--- src/rtl/bppag_pkg.sv ---
// Package for the block pack/permute address generator.
// Holds the configuration register indexes, pack mode codes and the walk flag type.
// No dependencies.
package bppag_pkg;

    localparam int unsigned CFG_INDEX_BITS = 3;

    localparam logic [CFG_INDEX_BITS-1:0] REG_BLOCK_START   = 3'd0;
    localparam logic [CFG_INDEX_BITS-1:0] REG_BLOCK_SIZE    = 3'd1;
    localparam logic [CFG_INDEX_BITS-1:0] REG_GRID_DIM      = 3'd2;
    localparam logic [CFG_INDEX_BITS-1:0] REG_ELEMENT_WIDTH = 3'd3;
    localparam logic [CFG_INDEX_BITS-1:0] REG_PACK_MODE     = 3'd4;

    localparam logic [1:0] MODE_PACK     = 2'd0;
    localparam logic [1:0] MODE_PERMUTE1 = 2'd1;
    localparam logic [1:0] MODE_PERMUTE2 = 2'd2;
    localparam logic [1:0] MODE_UNPACK   = 2'd3;

    localparam logic [1:0] EW_RESET = 2'd1;

    typedef struct packed {
        logic valid_res;
        logic last;
    } t_walk_flags;

endpackage

--- src/rtl/block_pack_permute_address_gen.sv ---
// Top level of the block pack/permute address generator.
// Depends on bppag_pkg and bppag_walk.
//
// Each accepted request yields one source/destination word index pair for moving a 3D
// sub-block between a full grid and a compact buffer, walking slow, mid, fast, then word.
// A new request is accepted every cycle while the output is not stalled; the two chained
// multiplications of the index arithmetic are split over two register stages, followed by
// the output register. Configuration writes take effect at once and must only be made while
// no request is in flight.
module block_pack_permute_address_gen
    import bppag_pkg::*;
#(
    parameter int unsigned AXIS_BITS  = 10,
    parameter int unsigned INDEX_BITS = 31
) (
    input  logic                    i_clk,
    input  logic                    i_rst_n,
    input  logic                    i_cfg_we,
    input  logic [CFG_INDEX_BITS-1:0] i_cfg_index,
    input  logic [3*AXIS_BITS-1:0]  i_cfg_data,
    input  logic                    i_in_valid,
    output logic                    o_in_ready,
    input  logic                    i_restart,
    output logic                    o_out_valid,
    input  logic                    i_out_ready,
    output logic [INDEX_BITS-1:0]   o_src_index,
    output logic [INDEX_BITS-1:0]   o_dst_index,
    output logic                    o_last,
    output logic                    o_valid_res
);

    localparam int unsigned A = AXIS_BITS;
    localparam int unsigned N = INDEX_BITS;

    // Configuration registers.
    logic [3*A-1:0] r_block_start, r_block_size, r_grid_dim;
    logic [1:0]     r_element_width, r_pack_mode;

    always_ff @(posedge i_clk) begin
        if (!i_rst_n) begin
            r_block_start   <= '0;
            r_block_size    <= '0;
            r_grid_dim      <= '0;
            r_element_width <= EW_RESET;
            r_pack_mode     <= MODE_PACK;
        end else if (i_cfg_we) begin
            case (i_cfg_index)
                REG_BLOCK_START:   r_block_start   <= i_cfg_data;
                REG_BLOCK_SIZE:    r_block_size    <= i_cfg_data;
                REG_GRID_DIM:      r_grid_dim      <= i_cfg_data;
                REG_ELEMENT_WIDTH: r_element_width <= i_cfg_data[1:0];
                REG_PACK_MODE:     r_pack_mode     <= i_cfg_data[1:0];
                default: ;
            endcase
        end
    end

    logic [A-1:0] s0, s1, s2, b0, b1, b2, d1, d2;
    logic         ew2;

    assign s0  = r_block_size[3*A-1:2*A];
    assign s1  = r_block_size[2*A-1:A];
    assign s2  = r_block_size[A-1:0];
    assign b0  = r_block_start[3*A-1:2*A];
    assign b1  = r_block_start[2*A-1:A];
    assign b2  = r_block_start[A-1:0];
    assign d1  = r_grid_dim[2*A-1:A];
    assign d2  = r_grid_dim[A-1:0];
    assign ew2 = r_element_width[1];

    // Pipeline flow control.
    logic r1_v, r2_v, r_out_v;
    logic en1, en2, en_out, accept;

    assign en_out     = !r_out_v || i_out_ready;
    assign en2        = !r2_v || en_out;
    assign en1        = !r1_v || en2;
    assign o_in_ready = en1;
    assign accept     = i_in_valid && en1;

    // Walk counters.
    logic [A-1:0] cur_slow, cur_mid, cur_fast;
    logic         cur_word;
    t_walk_flags  walk_flags;

    bppag_walk #(
        .AXIS_BITS (A)
    ) u_walk (
        .i_clk       (i_clk),
        .i_rst_n     (i_rst_n),
        .i_step      (accept),
        .i_restart   (i_restart),
        .i_size_slow (s0),
        .i_size_mid  (s1),
        .i_size_fast (s2),
        .i_ew2       (ew2),
        .o_slow      (cur_slow),
        .o_mid       (cur_mid),
        .o_fast      (cur_fast),
        .o_word      (cur_word),
        .o_flags     (walk_flags)
    );

    // Packed index is a + X*(b + Y*c); the mode picks which counters and extents play
    // each role.
    logic [A-1:0] sel_a, sel_b, sel_c, sel_x, sel_y;

    always_comb begin
        case (r_pack_mode)
            MODE_PERMUTE1: begin
                sel_a = cur_slow; sel_x = s0; sel_b = cur_fast; sel_y = s2; sel_c = cur_mid;
            end
            MODE_PERMUTE2: begin
                sel_a = cur_mid; sel_x = s1; sel_b = cur_slow; sel_y = s0; sel_c = cur_fast;
            end
            default: begin
                sel_a = cur_fast; sel_x = s2; sel_b = cur_mid; sel_y = s1; sel_c = cur_slow;
            end
        endcase
    end

    // Stage 1: first products.
    logic [A:0]   n1_b0s;
    logic [2*A:0] n1_t1;
    logic [2*A-1:0] n1_yc;

    assign n1_b0s = (A+1)'(b0) + (A+1)'(cur_slow);
    assign n1_t1  = (2*A+1)'(d1) * (2*A+1)'(n1_b0s);
    assign n1_yc  = (2*A)'(sel_y) * (2*A)'(sel_c);

    t_walk_flags    r1_flags;
    logic           r1_word;
    logic [A-1:0]   r1_a, r1_b, r1_x;
    logic [2*A-1:0] r1_yc;
    logic [2*A:0]   r1_t1;
    logic [A:0]     r1_b1m, r1_b2f;

    always_ff @(posedge i_clk) begin
        if (!i_rst_n) begin
            r1_v <= 1'b0;
        end else if (en1) begin
            r1_v <= accept;
        end
    end

    always_ff @(posedge i_clk) begin
        if (en1) begin
            r1_flags <= walk_flags;
            r1_word  <= cur_word;
            r1_a     <= sel_a;
            r1_b     <= sel_b;
            r1_x     <= sel_x;
            r1_yc    <= n1_yc;
            r1_t1    <= n1_t1;
            r1_b1m   <= (A+1)'(b1) + (A+1)'(cur_mid);
            r1_b2f   <= (A+1)'(b2) + (A+1)'(cur_fast);
        end
    end

    // Stage 2: second products, taken modulo the index width.
    logic [N-1:0] n2_gsum, n2_grid, n2_psum, n2_pack;

    assign n2_gsum = N'(r1_b1m) + N'(r1_t1);
    assign n2_grid = N'(r1_b2f) + N'(d2) * n2_gsum;
    assign n2_psum = N'(r1_b) + N'(r1_yc);
    assign n2_pack = N'(r1_a) + N'(r1_x) * n2_psum;

    t_walk_flags  r2_flags;
    logic         r2_word;
    logic [N-1:0] r2_grid, r2_pack;

    always_ff @(posedge i_clk) begin
        if (!i_rst_n) begin
            r2_v <= 1'b0;
        end else if (en2) begin
            r2_v <= r1_v;
        end
    end

    always_ff @(posedge i_clk) begin
        if (en2) begin
            r2_flags <= r1_flags;
            r2_word  <= r1_word;
            r2_grid  <= n2_grid;
            r2_pack  <= n2_pack;
        end
    end

    // Output stage: scale by element width, add the word offset, route by mode, zero invalid results.
    logic [N-1:0] fin_grid, fin_pack, n_src, n_dst;

    assign fin_grid = (ew2 ? {r2_grid[N-2:0], 1'b0} : r2_grid) + N'(r2_word);
    assign fin_pack = (ew2 ? {r2_pack[N-2:0], 1'b0} : r2_pack) + N'(r2_word);

    always_comb begin
        if (!r2_flags.valid_res) begin
            n_src = '0;
            n_dst = '0;
        end else if (r_pack_mode == MODE_UNPACK) begin
            n_src = fin_pack;
            n_dst = fin_grid;
        end else begin
            n_src = fin_grid;
            n_dst = fin_pack;
        end
    end

    logic [N-1:0] r_src, r_dst;
    logic         r_last, r_valid_res;

    always_ff @(posedge i_clk) begin
        if (!i_rst_n) begin
            r_out_v <= 1'b0;
        end else if (en_out) begin
            r_out_v <= r2_v;
        end
    end

    always_ff @(posedge i_clk) begin
        if (en_out) begin
            r_src       <= n_src;
            r_dst       <= n_dst;
            r_last      <= r2_flags.last;
            r_valid_res <= r2_flags.valid_res;
        end
    end

    assign o_out_valid = r_out_v;
    assign o_src_index = r_src;
    assign o_dst_index = r_dst;
    assign o_last      = r_last;
    assign o_valid_res = r_valid_res;

endmodule

--- src/rtl/bppag_walk.sv ---
// Block walk counters for the block pack/permute address generator.
// Steps word, fast, mid and slow counters once per request. Depends on bppag_pkg.
module bppag_walk
    import bppag_pkg::*;
#(
    parameter int unsigned AXIS_BITS = 10
) (
    input  logic                 i_clk,
    input  logic                 i_rst_n,
    input  logic                 i_step,
    input  logic                 i_restart,
    input  logic [AXIS_BITS-1:0] i_size_slow,
    input  logic [AXIS_BITS-1:0] i_size_mid,
    input  logic [AXIS_BITS-1:0] i_size_fast,
    input  logic                 i_ew2,
    output logic [AXIS_BITS-1:0] o_slow,
    output logic [AXIS_BITS-1:0] o_mid,
    output logic [AXIS_BITS-1:0] o_fast,
    output logic                 o_word,
    output t_walk_flags          o_flags
);

    logic [AXIS_BITS-1:0] r_slow, r_mid, r_fast;
    logic                 r_word;
    logic [AXIS_BITS-1:0] n_slow, n_mid, n_fast;
    logic                 n_word;
    logic [AXIS_BITS-1:0] cur_slow, cur_mid, cur_fast;
    logic                 cur_word;
    logic                 zero_ext;
    logic                 w_end, f_end, m_end, s_end;

    assign zero_ext = (i_size_slow == '0) || (i_size_mid == '0) || (i_size_fast == '0);

    // A restart starts the walk at the origin; a zero extent parks the counters at the origin.
    assign cur_slow = (i_restart || zero_ext) ? '0 : r_slow;
    assign cur_mid  = (i_restart || zero_ext) ? '0 : r_mid;
    assign cur_fast = (i_restart || zero_ext) ? '0 : r_fast;
    assign cur_word = (i_restart || zero_ext) ? 1'b0 : r_word;

    // Counters at or past their last value count as at it, so the walk wraps.
    assign w_end = !i_ew2 || cur_word;
    assign f_end = ({1'b0, cur_fast} + 1'b1) >= {1'b0, i_size_fast};
    assign m_end = ({1'b0, cur_mid} + 1'b1) >= {1'b0, i_size_mid};
    assign s_end = ({1'b0, cur_slow} + 1'b1) >= {1'b0, i_size_slow};

    always_comb begin
        n_slow = cur_slow;
        n_mid  = cur_mid;
        n_fast = cur_fast;
        n_word = cur_word;
        if (zero_ext) begin
            n_slow = '0;
            n_mid  = '0;
            n_fast = '0;
            n_word = 1'b0;
        end else if (!w_end) begin
            n_word = 1'b1;
        end else begin
            n_word = 1'b0;
            if (!f_end) begin
                n_fast = cur_fast + 1'b1;
            end else begin
                n_fast = '0;
                if (!m_end) begin
                    n_mid = cur_mid + 1'b1;
                end else begin
                    n_mid  = '0;
                    n_slow = s_end ? '0 : cur_slow + 1'b1;
                end
            end
        end
    end

    always_ff @(posedge i_clk) begin
        if (!i_rst_n) begin
            r_slow <= '0;
            r_mid  <= '0;
            r_fast <= '0;
            r_word <= 1'b0;
        end else if (i_step) begin
            r_slow <= n_slow;
            r_mid  <= n_mid;
            r_fast <= n_fast;
            r_word <= n_word;
        end
    end

    assign o_slow            = cur_slow;
    assign o_mid             = cur_mid;
    assign o_fast            = cur_fast;
    assign o_word            = cur_word;
    assign o_flags.valid_res = !zero_ext;
    assign o_flags.last      = !zero_ext && w_end && f_end && m_end && s_end;

endmodule

--- config.mk ---
export PLATFORM = sky130hd
export DESIGN_NAME = block_pack_permute_address_gen
export DESIGN_NICKNAME = d
export VERILOG_FILES = /design/src/rtl/bppag_pkg.sv /design/src/rtl/block_pack_permute_address_gen.sv /design/src/rtl/bppag_walk.sv
export SDC_FILE = /design/constraint.sdc
export NUM_CORES = 2
export LEC_CHECK = 0
export ABC_AREA = 0
export BUFFER_PORTS_ARGS = -buffer_cell sky130_fd_sc_hd__buf_2
export CORE_UTILIZATION = 27
export CTS_BUF_LIST = sky130_fd_sc_hd__clkbuf_4
export DETAILED_ROUTE_END_ITERATION = 10
export PLACE_DENSITY = 0.42
export SYNTH_ARGS = -nofsm -noshare
export SYNTH_HDL_FRONTEND = slang
export SYNTH_SLANG_ARGS = --single-unit
--- constraint.sdc ---
create_clock -name i_clk -period 11.5 [get_ports i_clk]
set_input_delay 2.3 -clock i_clk [delete_from_list [all_inputs] [get_ports i_clk]]
set_output_delay 2.3 -clock i_clk [all_outputs]
set_load 0.005 [all_outputs]
==> flow_summary.ini <==
[worst_setup_path]
worstSetupStartpointType = input port
cp.required_ps = 12220
crit_slowest_cell = xnor2_1
crit_fanout = 10
critical_path_class = input port to flip-flop
cpPeakStageDelay_ps = 760
r2r_slack_ps = 2330
end_kind = flip-flop
crit_top_cell = fa_1
critPathArrivalTime_ps = 10450

[sta]
period_minus_slack_ps = 9730
finalHoldViolCount = 0
setup_viol = 0
max-slew-margin-rel = 0.110
rsz0062_at_grt = false
slew_viol_final = 0
worst_pin_slew_ps = 1330
fmax_mhz = 103
timing.final.crit_share = 0.846
fin_skew_ps = 91.2
timing.setup.tns_ps = 0

[detailed_routing]
first_pass_iters = 5
via_per_inst = 4.58
drt_iter0_drc = 1804
via_count = 31052
ant_nets = 0
wl_per_cell_um = 17.6
finalWirelength_um = 119000
drc = 0

[pwr]
ir_drop_mv = 0.0690
swShare = 0.281
power.switching_mw = 0.761
combPwrFrac = 0.072
internal_power_mw = 1.95
p_seq_frac = 0.504
leakage_nw = 19.9
clock_power_share = 0.424
powerDensity_mw_per_mm2 = 60.1

[global_routing]
grt_pass1_vias = 31285
overflow = 0
grt_usage = 0.157
grt_pass1_wl_um = 187000
antenna_found_initial = 10
grt_start_max_net_pins = 67

[die]
rows = 142
initial_core_util = 0.273
dieArea_mm2 = 0.154
chipWidth_um = 392
coreArea_mm2 = 0.150
die_h_um = 392
io_pins = 105

[yosys]
synth-main-ff-cell = edfxtp_1
syn_inst = 4606
synth.distinct_cells = 98
synth_top_area_cell = fa_1
ys_warn_count = 0
synth_edf_count = 225
synth_nets = 5465
synth.most_common_cell = nand2_1
synthTopCellsByArea = fa_1 23%, edfxtp_1 16%, ha_1 11%
async_flop_share = 0
synth_seq_cells = 342
syn_area_per_cell_um2 = 8.92
ys_seq_area_frac = 0.222
synthTopCellsByCount = 676 x nand2_1, 602 x inv_1, 464 x fa_1, 356 x ha_1
netlist_area_mm2 = 0.0411
synth_top_area_share = 0.226

[placed_design]
gp_congestion = 0.842
port_buffers = 104
dp_hpwl_um = 94500

[cts]
cts_setup_buffers = 0
clock_path_buffers = 3
path_clk_slew_ps = 60
hold_buffers = 0
clkSinkCount = 342
htree_levels = 3
cts_tree = done
cts_root_buffer = clkbuf_4
worstSkewPairLatency_ps = 1010
numCtsBuffers = 100
cts.repair.resized = 0

[finish]
drive_gt1_frac = 0.0794
nNetsFinal = 5528
syn2layout_area_growth_pct = 9.73
utilization = 0.299
fill_cells = 16115

[job]
maxCapViolations = 0

[hold_path]
worstHoldPathType = flip-flop to flip-flop

[outcome]
outcome = finished, final reports clean
==> metal layers <==
metal  global-route usage  up-vias  routed length [um]
met5                    0        -                  66
met4               0.0433        8                2580
met3               0.0206      134                4810
met2                0.243      555               52200
met1                0.226    15125               59700
li1                     -    15230                   -
==> layout make-up <==
type / count / area (um^2) / area share
clock buffer: 139 / 1040 / 0.0232
timing repair buffer: 162 / 956 / 0.0212
clock inverter: 45 / 201 / 0.00447
tap: 2016 / 2520 / 0.0560
antenna: 9 / 22.5 / 0.000500
sequential: 342 / 9100 / 0.202
inverter: 603 / 2260 / 0.0502
multi-input combinational: 3460 / 29000 / 0.642
==> flip-flops by register name, summed over array words and instances (netlist names), 11 cells and up <==
signal         count
o_dst_index       31
o_src_index       31
r2_grid           31
r2_pack           31
r_block_size      30
r_block_start     30
r1_t1             21
r1_yc             20
r_grid_dim        20
r1_b1m            11
r1_b2f            11
==> metrics by stage <==
step	setup WS, ps	instance area (um^2)	total power, mW	std cells	hold WS [ps]
finish	1770	45100	2.71	6776	459
global placement	868	43800	1.59	6583	435
global route	1330	45100	2.85	6773	478
detailed placement	745	43800	1.59	6583	430
CTS	1870	45000	2.77	6767	462
floorplan	1280	41100	1.49	4606	400
==> cells in the final DEF, fill, tap and decap left out, types with 139 or more instances in the layout <==
cell type and count:
edfxtp_1 225, nand2_1 675, and2_1 246, nor2_1 267, clkbuf_4 139, ha_1 353
a21oi_1 268, fa_1 464, inv_1 601, xnor2_1 172
==> worst paths after layout <==
| kind | depth (start not counted) | end | from |
|---|---|---|---|
| setup / recovery | 31 | r1_t1[18] | i_restart |
| hold / removal | 0 | r2_flags[1] | r1_flags[1] |
| setup reg to reg | 31 | r1_t1[18] | r_block_size[0] |
| hold reg to reg | 0 | r2_flags[1] | r1_flags[1] |
==> worst max-delay path, delay by kind of cell <==
kind | cells | cell delay, ps
adder cells (fa/ha/maj) | 7 | 3040
AO/OA/AOI/OAI | 12 | 2840
XOR/XNOR | 3 | 1030
AND/OR/NAND/NOR | 5 | 960
buffers and inverters | 4 | 280
==> power by group through the flow <==
stage / sequential (mW) / combinational [mW] / clock [mW]
after global routing: 1.37 / 0.217 / 1.26
final: 1.37 / 0.196 / 1.15
after floorplan: 1.36 / 0.133 / 0
after CTS: 1.37 / 0.198 / 1.20
after detailed placement: 1.39 / 0.197 / 0
after global placement: 1.39 / 0.197 / 0
==> cell families (layout without fill, tap and decap cells) <==
family / count (synthesis) / in the layout / share of synthesized area
multiplexers: 88 / 88 / 0.0225
AO/OA/AOI/OAI: 710 / 710 / 0.109
other: 0 / 9 / 0
adder cells (fa/ha/maj): 822 / 822 / 0.335
buffers and inverters: 804 / 949 / 0.0743
AND/OR/NAND/NOR: 1590 / 1590 / 0.184
flip-flops: 342 / 342 / 0.222
XOR/XNOR: 250 / 250 / 0.0535
No activity file was read; power rests on OpenSTA's default activity.
